$ cat src/tbsedf_pkg.sv
// ----------------------------------------------------------------------------
// tbsedf_pkg
// Types, constants and codes of the EDF job scheduler with bandwidth server.
// ----------------------------------------------------------------------------
`timescale 1ns / 1ps

package tbsedf_pkg;

	localparam int QUEUE_DEPTH = 16;
	localparam int TIME_BITS   = 32;
	localparam int IDX_BITS    = $clog2(QUEUE_DEPTH);
	localparam int EXEC_BITS   = 16;
	localparam int CLASS_BITS  = 8;
	localparam int ID_BITS     = 16;
	localparam int OUT_DL_BITS = 32;
	// shared unit operand width: wide enough for times and a 16x16 product
	localparam int OP_BITS     = (TIME_BITS > 2 * EXEC_BITS) ? TIME_BITS : 2 * EXEC_BITS;

	localparam logic [IDX_BITS-1:0]   LAST_IDX   = IDX_BITS'(QUEUE_DEPTH - 1);
	localparam logic [TIME_BITS-1:0]  TIME_MAX   = '1;
	localparam logic [CLASS_BITS-1:0] IDLE_CLASS = 8'h5A;  // 'Z'
	localparam logic [ID_BITS-1:0]    IDLE_IDENT = 16'hFFFF;

	// request codes
	localparam logic [1:0] REQ_PER  = 2'd0;
	localparam logic [1:0] REQ_APER = 2'd1;
	localparam logic [1:0] REQ_TICK = 2'd2;
	localparam logic [1:0] REQ_NONE = 2'd3;

	// status codes
	localparam logic [1:0] ST_ACCEPT = 2'd0;
	localparam logic [1:0] ST_FULL   = 2'd1;
	localparam logic [1:0] ST_SERVED = 2'd2;
	localparam logic [1:0] ST_IDLE   = 2'd3;

	// shared unit operations
	typedef logic [1:0] alu_op_t;
	localparam alu_op_t ALU_ADD = 2'd0;  // saturating add
	localparam alu_op_t ALU_MAX = 2'd1;
	localparam alu_op_t ALU_LT  = 2'd2;
	localparam alu_op_t ALU_MUL = 2'd3;

	typedef struct packed {
		logic [1:0]            req_type;
		logic [CLASS_BITS-1:0] task_type;
		logic [ID_BITS-1:0]    task_id;
		logic [EXEC_BITS-1:0]  exec_time;
		logic [EXEC_BITS-1:0]  period;
	} req_word_t;

	typedef struct packed {
		logic [1:0]             status;
		logic [OUT_DL_BITS-1:0] assigned_deadline;
		logic [CLASS_BITS-1:0]  served_type;
		logic [ID_BITS-1:0]     served_id;
		logic                   job_done;
	} rsp_word_t;

	typedef struct packed {
		logic [TIME_BITS-1:0]  deadline;
		logic [EXEC_BITS-1:0]  remaining;
		logic [CLASS_BITS-1:0] task_type;
		logic [ID_BITS-1:0]    task_id;
	} slot_t;

endpackage

$ cat src/tbs_edf_job_scheduler_unit.sv
// ----------------------------------------------------------------------------
// tbs_edf_job_scheduler_unit
// EDF ready queue with total-bandwidth-server deadlines for aperiodic jobs.
// ----------------------------------------------------------------------------
// One request word is handled at a time; req_stall stays high until its
// response word is in the output register. A tick reads the slot RAM one
// entry per cycle and compares deadlines in the shared unit. A release
// first looks for the lowest free slot, one slot per cycle, then uses the
// shared unit (periodic: add; aperiodic: multiply, max, add) and then
// writes the slot. A full queue answers with a full status once no free
// slot is found. server_interval may be written only while idle;
// cfg_ready is always high.
`timescale 1ns / 1ps

module tbs_edf_job_scheduler_unit import tbsedf_pkg::*; (
	input  logic                 clk,
	input  logic                 arst_n,
	input  logic                 cfg_valid,
	output logic                 cfg_ready,
	input  logic [EXEC_BITS-1:0] cfg_data,
	input  logic                 req_valid,
	output logic                 req_stall,
	input  req_word_t            req,
	output logic                 rsp_valid,
	input  logic                 rsp_stall,
	output rsp_word_t            rsp
);

	localparam logic [3:0] S_IDLE  = 4'd0;
	localparam logic [3:0] S_FREE  = 4'd1;
	localparam logic [3:0] S_MUL   = 4'd2;
	localparam logic [3:0] S_MAX   = 4'd3;
	localparam logic [3:0] S_ADD   = 4'd4;
	localparam logic [3:0] S_WRITE = 4'd5;
	localparam logic [3:0] S_FULL  = 4'd6;
	localparam logic [3:0] S_SCAN  = 4'd7;
	localparam logic [3:0] S_LAST  = 4'd8;
	localparam logic [3:0] S_SERVE = 4'd9;

	logic [3:0]             state_q;
	logic [IDX_BITS-1:0]    scan_q;
	logic                   cmp_live_s1;
	logic [IDX_BITS-1:0]    cmp_idx_s1;
	logic                   best_vld_q;
	logic [IDX_BITS-1:0]    best_idx_q;
	slot_t                  best_q;
	logic [IDX_BITS-1:0]    slot_q;
	logic [OP_BITS-1:0]     prod_q;
	logic [TIME_BITS-1:0]   base_q;
	logic [TIME_BITS-1:0]   dl_q;
	logic [TIME_BITS-1:0]   cur_time_q;
	logic [TIME_BITS-1:0]   last_dl_q;
	logic [QUEUE_DEPTH-1:0] valid_q;
	logic [EXEC_BITS-1:0]   interval_q;
	req_word_t              req_q;
	logic                   rsp_valid_q;
	rsp_word_t              rsp_q;

	logic                   accept;
	logic                   out_free;
	logic                   is_per;
	logic [EXEC_BITS-1:0]   exec_eff;
	logic [EXEC_BITS-1:0]   iv_eff;
	alu_op_t                alu_op;
	logic [OP_BITS-1:0]     alu_a;
	logic [OP_BITS-1:0]     alu_b;
	logic [OP_BITS-1:0]     alu_res;
	logic                   cmp_en;
	logic                   take;
	logic                   free_hit;
	logic                   serve_go;
	logic                   write_go;
	logic                   full_go;
	logic                   out_load;
	rsp_word_t              out_next;
	logic [EXEC_BITS-1:0]   rem_dec;
	logic                   ram_we;
	logic [IDX_BITS-1:0]    ram_waddr;
	slot_t                  ram_wdata;
	logic [$bits(slot_t)-1:0] ram_rdata;
	slot_t                  rd_slot;

	assign cfg_ready = 1'b1;
	assign req_stall = (state_q != S_IDLE);
	assign accept    = req_valid && !req_stall;
	assign out_free  = !rsp_valid_q || !rsp_stall;
	assign rsp_valid = rsp_valid_q;
	assign rsp       = rsp_q;

	assign is_per   = (req_q.req_type == REQ_PER);
	assign exec_eff = (req_q.exec_time == '0) ? EXEC_BITS'(1) : req_q.exec_time;
	assign iv_eff   = (interval_q == '0) ? EXEC_BITS'(1) : interval_q;
	assign rd_slot  = slot_t'(ram_rdata);

	tbsedf_ram #(
		.WIDTH ($bits(slot_t)),
		.DEPTH (QUEUE_DEPTH)
	) u_slots (
		.clk   (clk),
		.we    (ram_we),
		.waddr (ram_waddr),
		.wdata (ram_wdata),
		.raddr (scan_q),
		.rdata (ram_rdata)
	);

	// operand steering for the shared unit
	always_comb begin
		alu_op = ALU_ADD;
		alu_a  = '0;
		alu_b  = '0;
		unique case (state_q)
			S_MUL: begin
				alu_op = ALU_MUL;
				alu_a  = OP_BITS'(exec_eff);
				alu_b  = OP_BITS'(iv_eff);
			end
			S_MAX: begin
				alu_op = ALU_MAX;
				alu_a  = OP_BITS'(cur_time_q);
				alu_b  = OP_BITS'(last_dl_q);
			end
			S_ADD: begin
				alu_op = ALU_ADD;
				alu_a  = is_per ? OP_BITS'(cur_time_q) : OP_BITS'(base_q);
				alu_b  = is_per ? OP_BITS'(req_q.period) : prod_q;
			end
			S_SCAN, S_LAST: begin
				alu_op = ALU_LT;
				alu_a  = OP_BITS'(rd_slot.deadline);
				alu_b  = OP_BITS'(best_q.deadline);
			end
			S_SERVE: begin
				alu_op = ALU_ADD;
				alu_a  = OP_BITS'(cur_time_q);
				alu_b  = OP_BITS'(1);
			end
			default: begin
				alu_op = ALU_ADD;
			end
		endcase
	end

	tbsedf_alu u_alu (
		.op  (alu_op),
		.a   (alu_a),
		.b   (alu_b),
		.res (alu_res)
	);

	// read data is registered in the RAM and so lags the address, hence the _s1 index
	assign cmp_en   = ((state_q == S_SCAN) && cmp_live_s1) || (state_q == S_LAST);
	assign take     = cmp_en && valid_q[cmp_idx_s1] && (!best_vld_q || alu_res[0]);
	assign free_hit = (state_q == S_FREE) && !valid_q[scan_q];
	assign serve_go = (state_q == S_SERVE) && out_free;
	assign write_go = (state_q == S_WRITE) && out_free;
	assign full_go  = (state_q == S_FULL) && out_free;
	assign out_load = serve_go || write_go || full_go;
	assign rem_dec  = best_q.remaining - EXEC_BITS'(best_q.remaining != '0);

	always_comb begin
		ram_we    = 1'b0;
		ram_waddr = slot_q;
		ram_wdata = '{deadline: dl_q, remaining: exec_eff,
			task_type: req_q.task_type, task_id: req_q.task_id};
		out_next  = '0;
		if (write_go) begin
			ram_we                     = 1'b1;
			out_next.status            = ST_ACCEPT;
			out_next.assigned_deadline = OUT_DL_BITS'(dl_q);
		end else if (full_go) begin
			out_next.status = ST_FULL;
		end else if (serve_go) begin
			if (best_vld_q) begin
				ram_we               = 1'b1;
				ram_waddr            = best_idx_q;
				ram_wdata            = best_q;
				ram_wdata.remaining  = rem_dec;
				out_next.status      = ST_SERVED;
				out_next.served_type = best_q.task_type;
				out_next.served_id   = best_q.task_id;
				out_next.job_done    = (rem_dec == '0);
			end else begin
				out_next.status      = ST_IDLE;
				out_next.served_type = IDLE_CLASS;
				out_next.served_id   = IDLE_IDENT;
			end
		end
	end

	// control state
	always_ff @(posedge clk or negedge arst_n) begin
		if (!arst_n) begin
			state_q     <= S_IDLE;
			scan_q      <= '0;
			cmp_live_s1 <= 1'b0;
			best_vld_q  <= 1'b0;
			cur_time_q  <= '0;
			last_dl_q   <= '0;
			valid_q     <= '0;
			interval_q  <= EXEC_BITS'(1);
			rsp_valid_q <= 1'b0;
		end else begin
			if (cfg_valid && cfg_ready) begin
				interval_q <= cfg_data;
			end

			if (out_load) begin
				rsp_valid_q <= 1'b1;
			end else if (!rsp_stall) begin
				rsp_valid_q <= 1'b0;
			end

			if (take) begin
				best_vld_q <= 1'b1;
			end

			unique case (state_q)
				S_IDLE: begin
					if (accept) begin
						scan_q      <= '0;
						cmp_live_s1 <= 1'b0;
						best_vld_q  <= 1'b0;
						unique case (req.req_type) inside
							REQ_PER, REQ_APER: state_q <= S_FREE;
							REQ_TICK:          state_q <= S_SCAN;
							default:           state_q <= S_IDLE;
						endcase
					end
				end
				S_FREE: begin
					if (!valid_q[scan_q]) begin
						state_q <= is_per ? S_ADD : S_MUL;
					end else if (scan_q == LAST_IDX) begin
						state_q <= S_FULL;
					end else begin
						scan_q <= scan_q + IDX_BITS'(1);
					end
				end
				S_MUL: state_q <= S_MAX;
				S_MAX: state_q <= S_ADD;
				S_ADD: state_q <= S_WRITE;
				S_WRITE: begin
					if (write_go) begin
						valid_q[slot_q] <= 1'b1;
						if (!is_per) begin
							last_dl_q <= dl_q;
						end
						state_q <= S_IDLE;
					end
				end
				S_FULL: begin
					if (full_go) begin
						state_q <= S_IDLE;
					end
				end
				S_SCAN: begin
					cmp_live_s1 <= 1'b1;
					if (scan_q == LAST_IDX) begin
						state_q <= S_LAST;
					end else begin
						scan_q <= scan_q + IDX_BITS'(1);
					end
				end
				S_LAST: state_q <= S_SERVE;
				S_SERVE: begin
					if (serve_go) begin
						if (best_vld_q && (rem_dec == '0)) begin
							valid_q[best_idx_q] <= 1'b0;
						end
						cur_time_q <= alu_res[TIME_BITS-1:0];
						state_q    <= S_IDLE;
					end
				end
				default: state_q <= S_IDLE;
			endcase
		end
	end

	// datapath registers
	always_ff @(posedge clk) begin
		if (accept) begin
			req_q <= req;
		end
		if (out_load) begin
			rsp_q <= out_next;
		end
		if (free_hit) begin
			slot_q <= scan_q;
		end
		if (state_q == S_MUL) begin
			prod_q <= alu_res;
		end
		if (state_q == S_MAX) begin
			base_q <= alu_res[TIME_BITS-1:0];
		end
		if (state_q == S_ADD) begin
			dl_q <= alu_res[TIME_BITS-1:0];
		end
		cmp_idx_s1 <= scan_q;
		if (take) begin
			best_q     <= rd_slot;
			best_idx_q <= cmp_idx_s1;
		end
	end

endmodule

$ cat src/tbsedf_ram.sv
// ----------------------------------------------------------------------------
// tbsedf_ram
// Generic single-write, single-read RAM with registered read data.
// ----------------------------------------------------------------------------
`timescale 1ns / 1ps

module tbsedf_ram #(
	parameter int WIDTH = 8,
	parameter int DEPTH = 16
) (
	input  logic                     clk,
	input  logic                     we,
	input  logic [$clog2(DEPTH)-1:0] waddr,
	input  logic [WIDTH-1:0]         wdata,
	input  logic [$clog2(DEPTH)-1:0] raddr,
	output logic [WIDTH-1:0]         rdata
);

	logic [WIDTH-1:0] mem_q [DEPTH];
	logic [WIDTH-1:0] rdata_q;

	always_ff @(posedge clk) begin
		if (we) begin
			mem_q[waddr] <= wdata;
		end
		rdata_q <= mem_q[raddr];
	end

	assign rdata = rdata_q;

endmodule

$ cat src/tbsedf_alu.sv
// ----------------------------------------------------------------------------
// tbsedf_alu
// Shared arithmetic unit: saturating time add, max, less-than, 16x16 multiply.
// ----------------------------------------------------------------------------
`timescale 1ns / 1ps

module tbsedf_alu import tbsedf_pkg::*; (
	input  alu_op_t              op,
	input  logic [OP_BITS-1:0]   a,
	input  logic [OP_BITS-1:0]   b,
	output logic [OP_BITS-1:0]   res
);

	logic [OP_BITS:0]       sum;
	logic [2*EXEC_BITS-1:0] prod;
	logic                   lt;

	assign sum  = {1'b0, a} + {1'b0, b};
	assign prod = a[EXEC_BITS-1:0] * b[EXEC_BITS-1:0];
	assign lt   = (a < b);

	always_comb begin
		unique case (op)
			ALU_ADD: begin
				if (sum > (OP_BITS + 1)'(TIME_MAX)) begin
					res = OP_BITS'(TIME_MAX);
				end else begin
					res = sum[OP_BITS-1:0];
				end
			end
			ALU_MAX: res = lt ? b : a;
			ALU_LT:  res = OP_BITS'(lt);
			ALU_MUL: res = OP_BITS'(prod);
			default: res = '0;
		endcase
	end

endmodule

$ cat config.mk
export PLATFORM = sky130hd
export DESIGN_NAME = tbs_edf_job_scheduler_unit
export DESIGN_NICKNAME = d
export VERILOG_FILES = /design/src/tbsedf_pkg.sv /design/src/tbs_edf_job_scheduler_unit.sv /design/src/tbsedf_ram.sv /design/src/tbsedf_alu.sv
export SDC_FILE = /design/constraint.sdc
export NUM_CORES = 2
export LEC_CHECK = 0
export BUFFER_PORTS_ARGS = -buffer_cell sky130_fd_sc_hd__buf_2
export CAP_MARGIN = 40
export CORE_UTILIZATION = 25
export CTS_CLUSTER_DIAMETER = 120
export DETAILED_ROUTE_END_ITERATION = 7
export GPL_TIMING_DRIVEN = 0
export SETUP_SLACK_MARGIN = 0.2
export SYNTH_ARGS = -nofsm -noshare
export SYNTH_HDL_FRONTEND = slang
export SYNTH_SLANG_ARGS = --single-unit
$ cat constraint.sdc
create_clock -name clk -period 17.3 [get_ports clk]
set_input_delay 2.595 -clock clk [delete_from_list [all_inputs] [get_ports clk]]
set_output_delay 2.595 -clock clk [all_outputs]
set_load 0.02 [all_outputs]
# After elaboration in Yosys (flattened, before gate mapping)

Memories as Yosys holds them, arrays and structs flattened. A register that Yosys moved wholly into a read port is not among the register bits.
Index checks and enable logic that the tools add are counted.

Register bits: 404
RAM bits: 1152
Bits of input ports: 79
Output and inout port bits: 62
Memories kept: 1

Memory list:

| name          | words | bits a word | rd ports | clocked after Yosys merged registers in | wr ports | line             | text |
|---|---|---|---|---|---|---|---|
| u_slots.mem_q | 16    | 72          | 1        | 1                                       | 1        | tbsedf_ram.sv:19 | `logic [WIDTH-1:0] mem_q [DEPTH];` |

Add/subtract/negate cells: 3
Multiply operators: 1
Magnitude comparators: 8
Equal/unequal tests: 24
Multiplexer cells: 61
Bitwise logic cells: 6
Reductions and logical operators: 44

Operators with widths:

| operator                                                                     | count |
|---|---|
| 72-bit 2-to-1 mux                                                            | 4 |
| 32-bit case mux with 4 select lines                                          | 2 |
| 32-bit case mux with 5 select lines                                          | 1 |
| 32-bit 2-to-1 mux                                                            | 4 |
| 16-bit 2-to-1 mux                                                            | 5 |
| 4-bit 2-to-1 mux                                                             | 14 |
| 16-bit zero test                                                             | 3 |
| 4-bit case mux with 10 select lines                                          | 1 |
| 32-bit by 32-bit adder with 33-bit output                                    | 1 |
| 33-bit by 32-bit > comparator with 1-bit output, second input constant       | 1 |
| 32-bit less-than comparator                                                  | 1 |
| 16-bit by 16-bit multiplier with 32-bit output                               | 1 |
| 16-bit case mux with 2 select lines                                          | 1 |
| 23-bit 2-to-1 mux                                                            | 1 |
| 4-bit by 5-bit less-than comparator with 1-bit output, second input constant | 4 |
| 1-bit 2-to-1 mux                                                             | 19 |
| 16-bit AND                                                                   | 1 |
| 4-bit by 3-bit == test with 1-bit output, second input constant              | 4 |
| 16-bit inverter                                                              | 1 |
| 16-bit bitwise OR                                                            | 1 |
| 16-bit nonzero test                                                          | 1 |
| 16-bit by 1-bit subtractor with 16-bit output                                | 1 |
| 4-bit == test, second input constant                                         | 3 |
| 4-bit case mux with 3 select lines                                           | 1 |
| other kinds (31)                                                             | 71 |

# Longest topological paths before layout

Depth in word-level cells: 12
Gate-level depth with buffers: 34
Gate-level depth less buffers: 30

# By module

Synthesis repeated with hierarchy kept, for this count alone.

Cells, all modules: 4704
Area, all modules: 73297.8 sq um

Modules (own cells, without submodules):

| module                     | instances | cells an instance | area each (sq um) | sequential area each (sq um) |
|---|---|---|---|---|
| tbsedf_ram                 | 1         | 1850              | 44552.7           | 36034.6 |
| tbs_edf_job_scheduler_unit | 1         | 1374              | 17008.8           | 11557.3 |
| tbsedf_alu                 | 1         | 1480              | 11736.3           | 0.0 |

# Worst setup path after synthesis

Ideal clock, no wire load.

Kind: register to register
Start point: register state_q[0]
End point: register base_q[31], data pin
Arrival time: 8.263 ns
Path slack: 8.857 ns
Stages on the path, launching flop included: 32
Buffers on the path: 4
Clock period less this slack: 8.443 ns
Cell sequence: dfrtp_1 > clkbuf_1 > nor2_1 > nand2_1 > inv_1 > a32o_1 > clkbuf_1 > nand2_1 > and4_1 > clkbuf_1 > inv_1 > clkbuf_1 > nand2_1 > fa_1 > fa_1 > fa_1 > inv_1 > fa_1 > fa_1 > inv_1 > fa_1 > inv_1 > ha_1 > and3_1 > and3_1 > a211oi_1 > nor2_1 > a211o_1 > nand2_1 > o41ai_1 > or3_1 > a32oi_1

Cells in the longest elaborated chain, start to end: 7

RTL lines:

| element                                                                                           | line                              | text |
|---|---|---|
| start, declared                                                                                   | tbs_edf_job_scheduler_unit.sv:40  | `logic [3:0] state_q;` |
| start signal, assigned                                                                            | tbs_edf_job_scheduler_unit.sv:233 | `state_q <= is_per ? S_ADD : S_MUL;` |
| 4-bit by 3-bit == test with 1-bit output, or another cell as far along                            | tbs_edf_job_scheduler_unit.sv:112 | `unique case (state_q)` |
| 2-bit OR reduction (on tied branches)                                                             | --                                |  |
| 32-bit case mux with 5 select lines / 32-bit case mux with 4 select lines (equally long branches) | tbs_edf_job_scheduler_unit.sv:112 |  |
| 32-bit by 32-bit adder with 33-bit output                                                         | tbsedf_alu.sv:18                  | `assign sum = {1'b0, a} + {1'b0, b};` |
| 33-bit by 32-bit > comparator with 1-bit output                                                   | tbsedf_alu.sv:25                  | `if (sum > (OP_BITS + 1)'(TIME_MAX)) begin` |
| 32-bit 2-to-1 mux                                                                                 | tbsedf_alu.sv:25                  |  |
| 32-bit case mux with 4 select lines (*)                                                           | tbsedf_alu.sv:23                  | `unique case (op)` |
| named net alu_res[31]                                                                             | tbs_edf_job_scheduler_unit.sv:67  | `logic [OP_BITS-1:0] alu_res;` |
| end signal, assigned                                                                              | tbs_edf_job_scheduler_unit.sv:295 | `base_q <= alu_res[TIME_BITS-1:0];` |
| end, declared                                                                                     | tbs_edf_job_scheduler_unit.sv:49  | `logic [TIME_BITS-1:0] base_q;` |

Mark *: on every way through the listed nets, which the timed path passes. The rest lies on a longest branch.
A chain may end at the register's enable or synchronous reset.

# Worst setup path in the final report

Start point: register state_q[3]
End point: register base_q[31], data pin

Same word-level chain as after synthesis.

==> summary.md <==
| Metric | Value |
|---|---|
| Status | completed |
| Routed via count | 42,600 |
| Reg2reg end | base_q[31] |
| Post-synth top flop | edfxtp_1 |
| Buffers on Ports | 138 |
| Worst setup path endpoint | base_q[31] |
| Worst-Margin Slew | approximately 940 ps |
| Synth cell types | a little under 90 |
| Commonest non-fill, non-tap cell in the layout | edfxtp_1 |
| Final setup TNS | 0 ps |
| First-pass GRT wire length | 312,000 um |
| Die Width | 542 um |
| Final hold violation count | 0 |
| Reg2Reg Launch Point | state_q[3] |
| Row count | 198 |
| Flops & latches, synth | roughly 1,600 |
| CTS tree | yes |
| Worst path bufs/invs | 11 |
| DP Worst Slack | 6470 ps |
| Worst setup margin | 6310 ps |
| 1st-iter DRT viols | between 4,000 and 5,000 |
| DIE AREA | 294,000 um^2 |
| Worst hold path class | register to register |
| Largest net degree at the start of global routing | 86 |
| R2R depth | 32 |
| CTS Hold Buffers Added | 0 |
| Sw Share | 36.6% |
| Pwr dens | 166 nW/um^2 |
| Die Y | 542 um |
| Int Pwr | 0.00914 W |
| Nets | 5,421 |
| Io pins | between 100 and 150 |
| Startpoint Class | register |
| Most frequent cells in the layout | edfxtp_1, nand2_1, mux4_2, inv_1, nor2_1 |
| Post-synth EDFFs | 1,445 |
| Gates resized, CTS repair | 0 |
| Clock sinks | 1,628 |
| Clock Power Share | 25.2% |
| DP Wirelength | 161,000 um |
| Gr usage total | 14.7% |
| CP arrival | around 12,000 ps |
| Slowest CP cell | a211oi_1 |
| CTS clk-pin slew, worst paths | 70 ps |
| Clock skew | 102 ps |
| Comb pwr share | approximately two fifths |
| Sequential share of power | 36.6% |
| P_sw | around 0.0053 W |
| CP endpoint kind | register |
| Leakage power | 30.1 nW |
| Beginning of the critical path | state_q[3] |
| CP max stage delay | 720 ps |
| Register area share after synthesis | 65.2% |
| Drt pass-1 iters | 6 |
| Cell mode on critical path | inv_1 |
| Post-route ant nets | 0 |
| H-tree Lvls | 4 |
| CTS root buf | clkbuf_16 |
| Total CTS buffers | about 170 |
| Cells after Synth | 4,484 |
| Async SR Flop Fraction | between 6 and 7% |
| Post-Synthesis Cell Area | roughly 73,000 um^2 |
| R2R Setup Slk | 6310 ps |
| Final WL | 219,000 um |
| YS warnings | 0 |
| Routed len/inst | 24.3 um |
| Top cells by area, synth | edfxtp_1, mux4_2, fa_1, dfrtp_1, ha_1 |
| Area of the core | 291,000 um^2 |
| Initial Util | 25.1% |
| Worst-Skew Late Latency | 880 ps |
| Routability congestion estimate | 0.917 |
| Cell taking the most area after synthesis | edfxtp_1 |
| Area growth syn-to-layout | 19.2% |
| Final Max Slew Viols | 0 |
| Count of final setup violators | 0 |
| Buffer count from post-CTS setup fixing | 0 |
| CP Depth | 32 |
| Crit Path Category | register to register |
| Vias in the first global route | 43,200 |
| Share of post-route cells with drive strength above 1 | roughly a fifth |
| CP Data Required Time | 17,890 ps |
| Residual DRC | 0 |
| Post-synth top area share | 59.4% |
| Crit-path max FO | 10 |
| Number of max-cap violations | 0 |
| Final period demand of the worst path | 10,990 ps |
| Deepest clock path buffer count | 4 |
| Total grt overflow | 0 |
| Syn avg cell area | 16.3 um^2 |
| Syn nets | 4,929 |
| Crit path max-delay family | adder cells |
| Setup repair after global routing missed its margin | false |
| Avg Vias per Cell | approximately 4.7 |
| Cell count after placement | 8,700 |
| Fin cells | 9,003 |
| Worst relative slew slack | 36.4% |
| FMAX | 91.0 MHz |
| Fin crit share | a little under two thirds |
| Initial antenna violation count | 18 |
| Max rail drop VDD | 0.107 mV |
[per-stage QoR]
stage / hold slack [ps] / total power, W / utilization, % / area [um^2]
after floorplan: 385 / 0.00854 / - / 73000
after global placement: 387 / 0.0105 / 27.0 / 78600
after detailed placement: 391 / 0.0108 / 28.0 / 81600
after CTS: 401 / 0.0145 / 29.9 / 87000
after global routing: 397 / 0.0150 / 29.9 / 87100
final: 393 / 0.0144 / 29.9 / 87100
[flip-flops by register name, indices dropped and copies added, names as in the netlist]
name           cells
base_q            32
best_idx_q         4
best_q            72
best_vld_q         1
cmp_idx_s1         4
cmp_live_s1        1
cur_time_q        32
dl_q              32
interval_q        16
last_dl_q         32
prod_q            32
req_q             58
rsp               59
rsp_valid          1
scan_q             4
slot_q             4
state_q            4
u_slots.mem_q   1152
u_slots.rdata     72
valid_q           16
[kinds of logic (layout without fill, tap and decap cells)]
kind of cell    count (synthesis)  after routing  synth area share (%)
flops                        1628           1628                  65.2
simple gates                  914            914                  5.57
buf+inv                       551           1169                  2.89
compound gates                486            486                  4.40
mux                           468            468                  12.8
fa+ha+maj                     366            366                  8.28
xor+xnor                       70             70                 0.840
other cells                     1              2               0.00514
[area by class of cell]
| cell class | count | area [um^2] |
|---|---|---|
| Sequential cell | 1628 | 47600 |
| Tap cell | 3900 | 4880 |
| Buffer | 214 | 846 |
| Fill cell | 28600 | 204000 |
| Antenna cell | 1 | 2.50 |
| Clock buffer | 223 | 4660 |
| Clock inverter | 73 | 772 |
| Inverter | 337 | 1260 |
| Timing Repair Buffer | 322 | 3570 |
| Multi-Input combinational cell | 2305 | 23500 |
[worst min-delay path by stage]
stage	from	end	slack, ps	cells past startpoint
after global routing	u_slots.rdata[18]	best_q[18]	400	0
after detailed placement	u_slots.rdata[20]	best_q[20]	390	0
after CTS	u_slots.rdata[18]	best_q[18]	400	0
final	u_slots.rdata[18]	best_q[18]	390	0
after floorplan	scan_q[1]	cmp_idx_s1[1]	390	0
after global placement	u_slots.rdata[30]	best_q[30]	390	0
[metal layers]
| layer | vias to the layer above | part of all wire [%] | GRT usage (%) |
|---|---|---|---|
| met4 | 6 | 3.6 | 5.08 |
| li1 | 18000 | - | - |
| met3 | 326 | 7.6 | 2.35 |
| met5 | - | 0.016 | 0 |
| met1 | 22500 | 41 | 19.6 |
| met2 | 1812 | 48 | 24.1 |
[power by group through the flow]
stage	registers [W]	clock network (W)	logic, W
CTS	0.00527	0.00369	0.00551
detailed placement	0.00534	0	0.00547
finish	0.00527	0.00363	0.00552
global route	0.00530	0.00383	0.00592
global placement	0.00538	0	0.00511
floorplan	0.00523	0	0.00331
[cells in the mapped netlist (all sizes together), types with 6 or more instances]
cell type	number
edfxtp	1445
nand2	453
mux4	370
inv	327
nor2	225
fa	195
clkbuf	171
ha	171
o21ai	124
a21oi	122
dfrtp	106
dfxtp	76
and2	50
mux2	50
mux2i	48
a222oi	44
buf	43
xnor2	43
a31oi	29
o21a	28
xor2	27
nor3	26
nand3	25
a21o	23
a221oi	22
nor4	20
nand2b	17
and4	15
nor2b	15
or2	13
clkinv	10
nand4	10
o21bai	10
and3	9
o211ai	9
o31ai	9
a211oi	8
a22oi	8
nor3b	8
or3	6
Note: power is estimated with default switching activity, not from simulation.
